$ cat src/rtl/e2r_pkg.sv
// Shared types, widths and the CORDIC arctangent table for the Euler-to-DCM block.
package e2r_pkg;

  // Input transaction: three binary angles, 32768 counts = pi
  typedef struct packed {
    logic signed [15:0] roll_angle;
    logic signed [15:0] pitch_angle;
    logic signed [15:0] yaw_angle;
  } in_t;

  // Output transaction: nine matrix entries, Q1.14
  typedef struct packed {
    logic signed [15:0] r00;
    logic signed [15:0] r01;
    logic signed [15:0] r02;
    logic signed [15:0] r10;
    logic signed [15:0] r11;
    logic signed [15:0] r12;
    logic signed [15:0] r20;
    logic signed [15:0] r21;
    logic signed [15:0] r22;
  } out_t;

  localparam int OUT_W     = 16;
  localparam int WORK_FRAC = 30;
  localparam int TABLE_LEN = 24;
  localparam int XW = 33;          // CORDIC x/y, Q30 with headroom
  localparam int ZW = 34;          // residual angle, 2^32 = one turn
  localparam int MW = 34;          // rounded sr*sp and cr*sp, Q30
  localparam int PW = MW + XW;     // Q60 products
  localparam int SW = PW + 2;      // Q60 sums

  localparam logic signed [XW-1:0] CORDIC_GAIN_INIT = XW'(652032874);

  // arctan(2^-i) in units of 2^-32 turn
  function automatic logic [31:0] atan_turn(input int i);
    logic [31:0] t;
    unique case (i)
      0:  t = 32'h20000000;
      1:  t = 32'h12E4051E;
      2:  t = 32'h09FB385B;
      3:  t = 32'h051111D4;
      4:  t = 32'h028B0D43;
      5:  t = 32'h0145D7E1;
      6:  t = 32'h00A2F61E;
      7:  t = 32'h00517C55;
      8:  t = 32'h0028BE53;
      9:  t = 32'h00145F2F;
      10: t = 32'h000A2F98;
      11: t = 32'h000517CC;
      12: t = 32'h00028BE6;
      13: t = 32'h000145F3;
      14: t = 32'h0000A2FA;
      15: t = 32'h0000517D;
      16: t = 32'h000028BE;
      17: t = 32'h0000145F;
      18: t = 32'h00000A30;
      19: t = 32'h00000518;
      20: t = 32'h0000028C;
      21: t = 32'h00000146;
      22: t = 32'h000000A3;
      23: t = 32'h00000051;
      default: t = 32'h0;
    endcase
    return t;
  endfunction

endpackage

$ cat src/rtl/e2r_cordic.sv
// One sine/cosine lane: quadrant fold plus an unrolled, registered CORDIC pipeline.
module e2r_cordic
  import e2r_pkg::*;
#(
  parameter int ANGLE_BITS = 16,
  parameter int STAGES     = 16
) (
  input  logic                 clk,
  input  logic                 ce,
  input  logic signed [15:0]   angle,
  output logic signed [XW-1:0] cos_val,
  output logic signed [XW-1:0] sin_val
);

  logic [ANGLE_BITS-1:0] a_low;
  logic [31:0]           ang;
  logic                  flip0;
  logic signed [ZW-1:0]  z0;

  // place angle at top of a 32-bit turn word, fold quadrants 1 and 2 by pi
  assign a_low = ANGLE_BITS'($unsigned(angle));
  assign ang   = {a_low, {(32 - ANGLE_BITS){1'b0}}};
  assign flip0 = ang[31] ^ ang[30];
  assign z0    = ZW'(signed'({ang[31] ^ flip0, ang[30:0]}));

  logic signed [XW-1:0] xr [1:STAGES];
  logic signed [XW-1:0] yr [1:STAGES];
  logic signed [ZW-1:0] zr [1:STAGES];
  logic                 fr [1:STAGES];

  for (genvar gi = 0; gi < STAGES; gi++) begin : g_stage
    logic signed [XW-1:0] xi, yi, dx, dy;
    logic signed [ZW-1:0] zi, da;
    logic                 fi;

    if (gi == 0) begin : g_first
      assign xi = CORDIC_GAIN_INIT;
      assign yi = '0;
      assign zi = z0;
      assign fi = flip0;
    end else begin : g_rest
      assign xi = xr[gi];
      assign yi = yr[gi];
      assign zi = zr[gi];
      assign fi = fr[gi];
    end

    assign dx = yi >>> gi;
    assign dy = xi >>> gi;
    assign da = signed'({{(ZW - 32){1'b0}}, atan_turn(gi)});

    // rotate toward zero residual; zero counts as positive
    always_ff @(posedge clk) begin
      if (ce) begin
        if (!zi[ZW-1]) begin
          xr[gi+1] <= xi - dx;
          yr[gi+1] <= yi + dy;
          zr[gi+1] <= zi - da;
        end else begin
          xr[gi+1] <= xi + dx;
          yr[gi+1] <= yi - dy;
          zr[gi+1] <= zi + da;
        end
        fr[gi+1] <= fi;
      end
    end
  end

  // undo the quadrant fold
  assign cos_val = fr[STAGES] ? -xr[STAGES] : xr[STAGES];
  assign sin_val = fr[STAGES] ? -yr[STAGES] : yr[STAGES];

endmodule

$ cat config.mk
export PLATFORM = sky130hd
export DESIGN_NAME = e2r_cordic
export DESIGN_NICKNAME = d
export VERILOG_FILES = /design/src/rtl/e2r_pkg.sv /design/src/rtl/e2r_cordic.sv
export SDC_FILE = /design/constraint.sdc
export NUM_CORES = 2
export LEC_CHECK = 0
export BUFFER_PORTS_ARGS = -buffer_cell sky130_fd_sc_hd__buf_2
export CORE_UTILIZATION = 56
export CTS_CLUSTER_DIAMETER = 100
export DETAILED_ROUTE_END_ITERATION = 10
export PLACE_DENSITY = 0.7
export SKIP_LAST_GASP = 1
export SLEW_MARGIN = 5
export SYNTH_ARGS = -nofsm -noshare
export SYNTH_HDL_FRONTEND = slang
export SYNTH_SLANG_ARGS = --single-unit
$ cat constraint.sdc
create_clock -name clk -period 7.65 [get_ports clk]
set_clock_uncertainty 0.05 [all_clocks]
set_input_delay 0.765 -clock clk [delete_from_list [all_inputs] [get_ports clk]]
set_output_delay 0.765 -clock clk [all_outputs]
set_load 0.1 [all_outputs]
# == Word-level counts from Yosys, hierarchy flattened ==
# Memory sizes are Yosys's and may differ from the RTL's.
# Index checks and enable logic that the tools add are counted.
# totals
reg_bits,0
mem_bits_rw,1616
inputBits,18
out_inout_bits,66
word_cells,296
n_memories,4
# op_classes
n_addsub,94
muxes,148
bitwise_logic,50
# memory_table
memory,words,width,read_ports,rd_ports_with_merged_regs,write_ports,line,source
zr,16,34,15,0,16,e2r_cordic.sv:28,logic signed [ZW-1:0] zr [1:STAGES];
xr,16,33,16,0,16,e2r_cordic.sv:26,logic signed [XW-1:0] xr [1:STAGES];
yr,16,33,16,0,16,e2r_cordic.sv:27,logic signed [XW-1:0] yr [1:STAGES];
fr,16,1,16,0,16,e2r_cordic.sv:29,logic fr [1:STAGES];
# op_table
op,count
2-to-1 mux 33 bit,34
2-to-1 mux 34 bit,16
2-to-1 mux 1 bit,98
adder 33 x 18 -> 33 bit,2
adder 33 x 19 -> 33 bit,2
adder 33 x 20 -> 33 bit,2
adder 33 x 21 -> 33 bit,2
adder 33 x 22 -> 33 bit,2
adder 33 x 23 -> 33 bit,2
adder 33 x 24 -> 33 bit,2
adder 33 x 25 -> 33 bit,2
adder 33 x 26 -> 33 bit,2
adder 33 x 27 -> 33 bit,2
adder 33 x 28 -> 33 bit,2
adder 33 x 29 -> 33 bit,2
adder 33 x 30 -> 33 bit,2
adder 33 x 31 -> 33 bit,2
adder 33 x 32 -> 33 bit,2
negation 33 bit,2
subtractor 33 x 18 -> 33 bit,2
subtractor 33 x 19 -> 33 bit,2
subtractor 33 x 20 -> 33 bit,2
subtractor 33 x 21 -> 33 bit,2
subtractor 33 x 22 -> 33 bit,2
44 further kinds,102

# == Logic depth before layout (Yosys ltp) ==
# depth
depth_word,6
mapped_depth,21

# == Worst setup path after synthesis ==
# OpenSTA, ideal clock, no wires.
# synth_timing
path_kind,input port to flip-flop
start,input port ce
end,register xr[2][98] (netlist name)
setup_time_ns,0.260
arrival_ns,4.980
slack_ns,2.360
stages,17
cell_sequence,clkbuf_1 clkbuf_1 nand2_1 clkbuf_1 buf_1 o21ai_0 fa_1 a211oi_1 nor2_1 a21oi_1 nand3_1 a21oi_1 o31ai_1 a41o_1 or4b_2 a31oi_1 xnor2_1
# synth_rtl
element,line,source
from (decl),e2r_cordic.sv:9,"input logic ce,"

==> results.sh <==
export IMPL_status="complete, but fails checks"
export IMPL_failed_checks="DRC"
export IMPL_ctsHoldBuffers=13
export IMPL_synthMostInstantiatedCell="edfxtp_1"
export IMPL_wire_per_inst_um=20.3
export IMPL_crit_buf_inv=0
export IMPL_slew_headroom_pct=17.0
export IMPL_ys_seq_area_share_pct=35.5
export IMPL_cts_path_max_buffers=3
export IMPL_clkSinkCount=1415
export IMPL_synthMuxAreaShare_pct=0.866
export IMPL_areaGrowthSynthToFinish_pct=8.05
export IMPL_viasPerCell=6.14
export IMPL_maxCapViolCount=0
export IMPL_fmax_mhz=171
export IMPL_ys_ff_latch=1415
export IMPL_synth_top_family_by_area="compound AO/OA/AOI/OAI gates"
export IMPL_hold_depth=2
export IMPL_dp_hpwl_mm=248
export IMPL_synthArstFlopShare_pct=0
export IMPL_ys_types=82
export IMPL_worstMarginPinSlew_ps=1240
export IMPL_synthAdderAreaFrac_pct=15.0
export IMPL_cpPeakStageDelay_ps=640
export IMPL_cts_buffers=166
export IMPL_syn_area_mm2=0.120
export IMPL_cp_top_family="compound AO/OA/AOI/OAI gates"
export IMPL_drtIter0Drc=7983
export IMPL_synth_area_top_cells="edfxtp_1, ha_1, xnor2_1"
export IMPL_gp_congestion=0.978
export IMPL_grt_overflow_total=0
export IMPL_fillerInstances=17900
export IMPL_num_rows=169
export IMPL_ios=84
export IMPL_startpoint_type="flop"
export IMPL_num_vias=94900
export IMPL_worstPathMaxFanout=6
export IMPL_cp_required_ps=8160
export IMPL_worst_skew_pair_late_latency_ps=840
export IMPL_first_pass_iters=9
export IMPL_ant_nets=0
export IMPL_finalSetupTns_ps=0
export IMPL_wl_mm=314
export IMPL_post_route_util_pct=61.0
export IMPL_synth_ff_type="edfxtp_1"
export IMPL_core_area_mm2=0.212
export IMPL_slowest_stage="o31ai_1"
export IMPL_rsz0062_at_grt="no"
export IMPL_antenna_found_initial=5
export IMPL_fin_worst_hold_slack_ps=142
export IMPL_clkTransAtPathRegs_ps=60
export IMPL_cts_resized=0
export IMPL_cts_root_buffer="clkbuf_16"
export IMPL_hold_violations=0
export IMPL_yosys_area_share_simple_pct=12.3
export IMPL_die_h_um=465
export IMPL_cp_end_kind="flop"
export IMPL_cts_tree="done"
export IMPL_cpMostUsedCell="a21o_1"
export IMPL_syn_avg_cell_area_um2=9.68
export IMPL_synth_compound_area_share_pct=20.9
export IMPL_synth_warnings=0
export IMPL_grt_pass1_wl_mm=496
export IMPL_die_area_mm2=0.216
export IMPL_synth_xor_area_share_pct=13.4
export IMPL_drc=6
export IMPL_hold_path_class="in -> reg"
export IMPL_r2r_slack_ps=1800
export IMPL_syn_nets=13800
export IMPL_track_usage_pct=28.4
export IMPL_arrival_ps=6370
export IMPL_path_cells="or4_1, nor4_1, nand2b_1, or4_1, o31ai_1, xnor2_1, ha_1, a21o_1, a21o_1, a21o_1, a21oi_1, a21boi_0, a211oi_1, o211ai_1, nand2_1, a221oi_1, xnor2_1"
export IMPL_final_setup_viol_count=0
export IMPL_report_final_slew_viol_count=0
export IMPL_ys_top_cells_by_count="edfxtp_1, ha_1, a21oi_1"
export IMPL_finalCritPeriodShare_pct=76.5
export IMPL_first_global_vias=90700
export IMPL_drive_gt1_share_pct=4.48
export IMPL_synth_cells=12400
export IMPL_path_depth=17
export IMPL_start_util_pct=56.4
export IMPL_yosys_area_top_type_share_pct=35.5
export IMPL_h_tree_depth=4
export IMPL_grt_max_degree=170
export IMPL_die_w_um=465
export IMPL_reg2reg_depth=17
export IMPL_synth_edf_count=1415
export IMPL_post_cts_buffers=0
export IMPL_worstSetupPathType="reg -> reg"
export IMPL_yosysTopAreaCell="edfxtp_1"
export IMPL_port_buffers=83
export IMPL_final_min_clock_period_ps=5850
export IMPL_final_nets=13900
## cell type report
cell class                 instances  area (um2)  share of cell area, %
sequential                      1415       42500                   32.8
inverter                         471        1770                   1.37
antenna                            1        2.50                0.00193
clock buffer                     187        4230                   3.27
multi-input combinational      10300       74800                   57.8
clock inverter                   117        1510                   1.17
timing repair buffer             165        1130                  0.872
tap                             2821        3530                   2.73
## state kept, by name, indices dropped and copies added (netlist names)
| signal | flops |
|---|---|
| fr | 16 |
| xr | 470 |
| yr | 496 |
| zr | 433 |
## worst paths after layout
check               to  startpoint
max reg2reg  xr[3][65]   yr[3][20]
max          xr[3][65]   yr[3][20]
min          zr[0][63]   angle[13]
min reg2reg   fr[1][2]    fr[1][1]
## placed cells by master, fill, tap and decap left out, types with 97 or more instances in the layout
master,n
edfxtp_1,1415
ha_1,1362
a21oi_1,1275
xnor2_1,1169
nor2_1,904
o21ai_0,713
xor2_1,659
nand2_1,649
a21o_1,648
inv_1,462
nand2b_1,231
nand3_1,219
nor3_1,217
o21bai_1,187
o21a_1,173
o31ai_1,166
clkbuf_16,166
nor2b_1,165
a211oi_1,140
a31oi_1,114
and3_1,106
nor4_1,97
## worst reg2reg max path: cells and delay by family, from the launching register on
kind	cells	cell delay, ps
AO/OA/AOI/OAI	9	2440
XOR/XNOR	2	310
adder cells (fa/ha/maj)	1	380
flip-flops	1	580
AND/OR/NAND/NOR	5	1860
## kinds of logic after synthesis
| logic type | after synthesis |
|---|---|
| compound gates | 3934 |
| mux | 99 |
| xor+xnor | 1828 |
| flops | 1415 |
| simple gates | 3025 |
| buf+inv | 676 |
| fa+ha+maj | 1406 |
## per-layer routing
| layer | global-route usage [%] | part of all wire, % |
|---|---|---|
| met5 | 0 | 0.0041 |
| met4 | 7.59 | 2.6 |
| met3 | 3.29 | 5.2 |
| met2 | 48.8 | 48 |
| met1 | 37.8 | 45 |
## through the flow
step / std cells / instance area, um2 / worst slack, ps
after floorplan: 12400 / 120000 / 2360
after detailed placement: 15200 / 124000 / 1490
final: 15500 / 129000 / 1800
after global routing: 15500 / 129000 / 1480
after global placement: 15200 / 124000 / 1450
after CTS: 15500 / 129000 / 1930
Power is left out: the tool's default activity adds up to more than one toggle a clock period on the data nets, which glitch-free logic cannot reach.
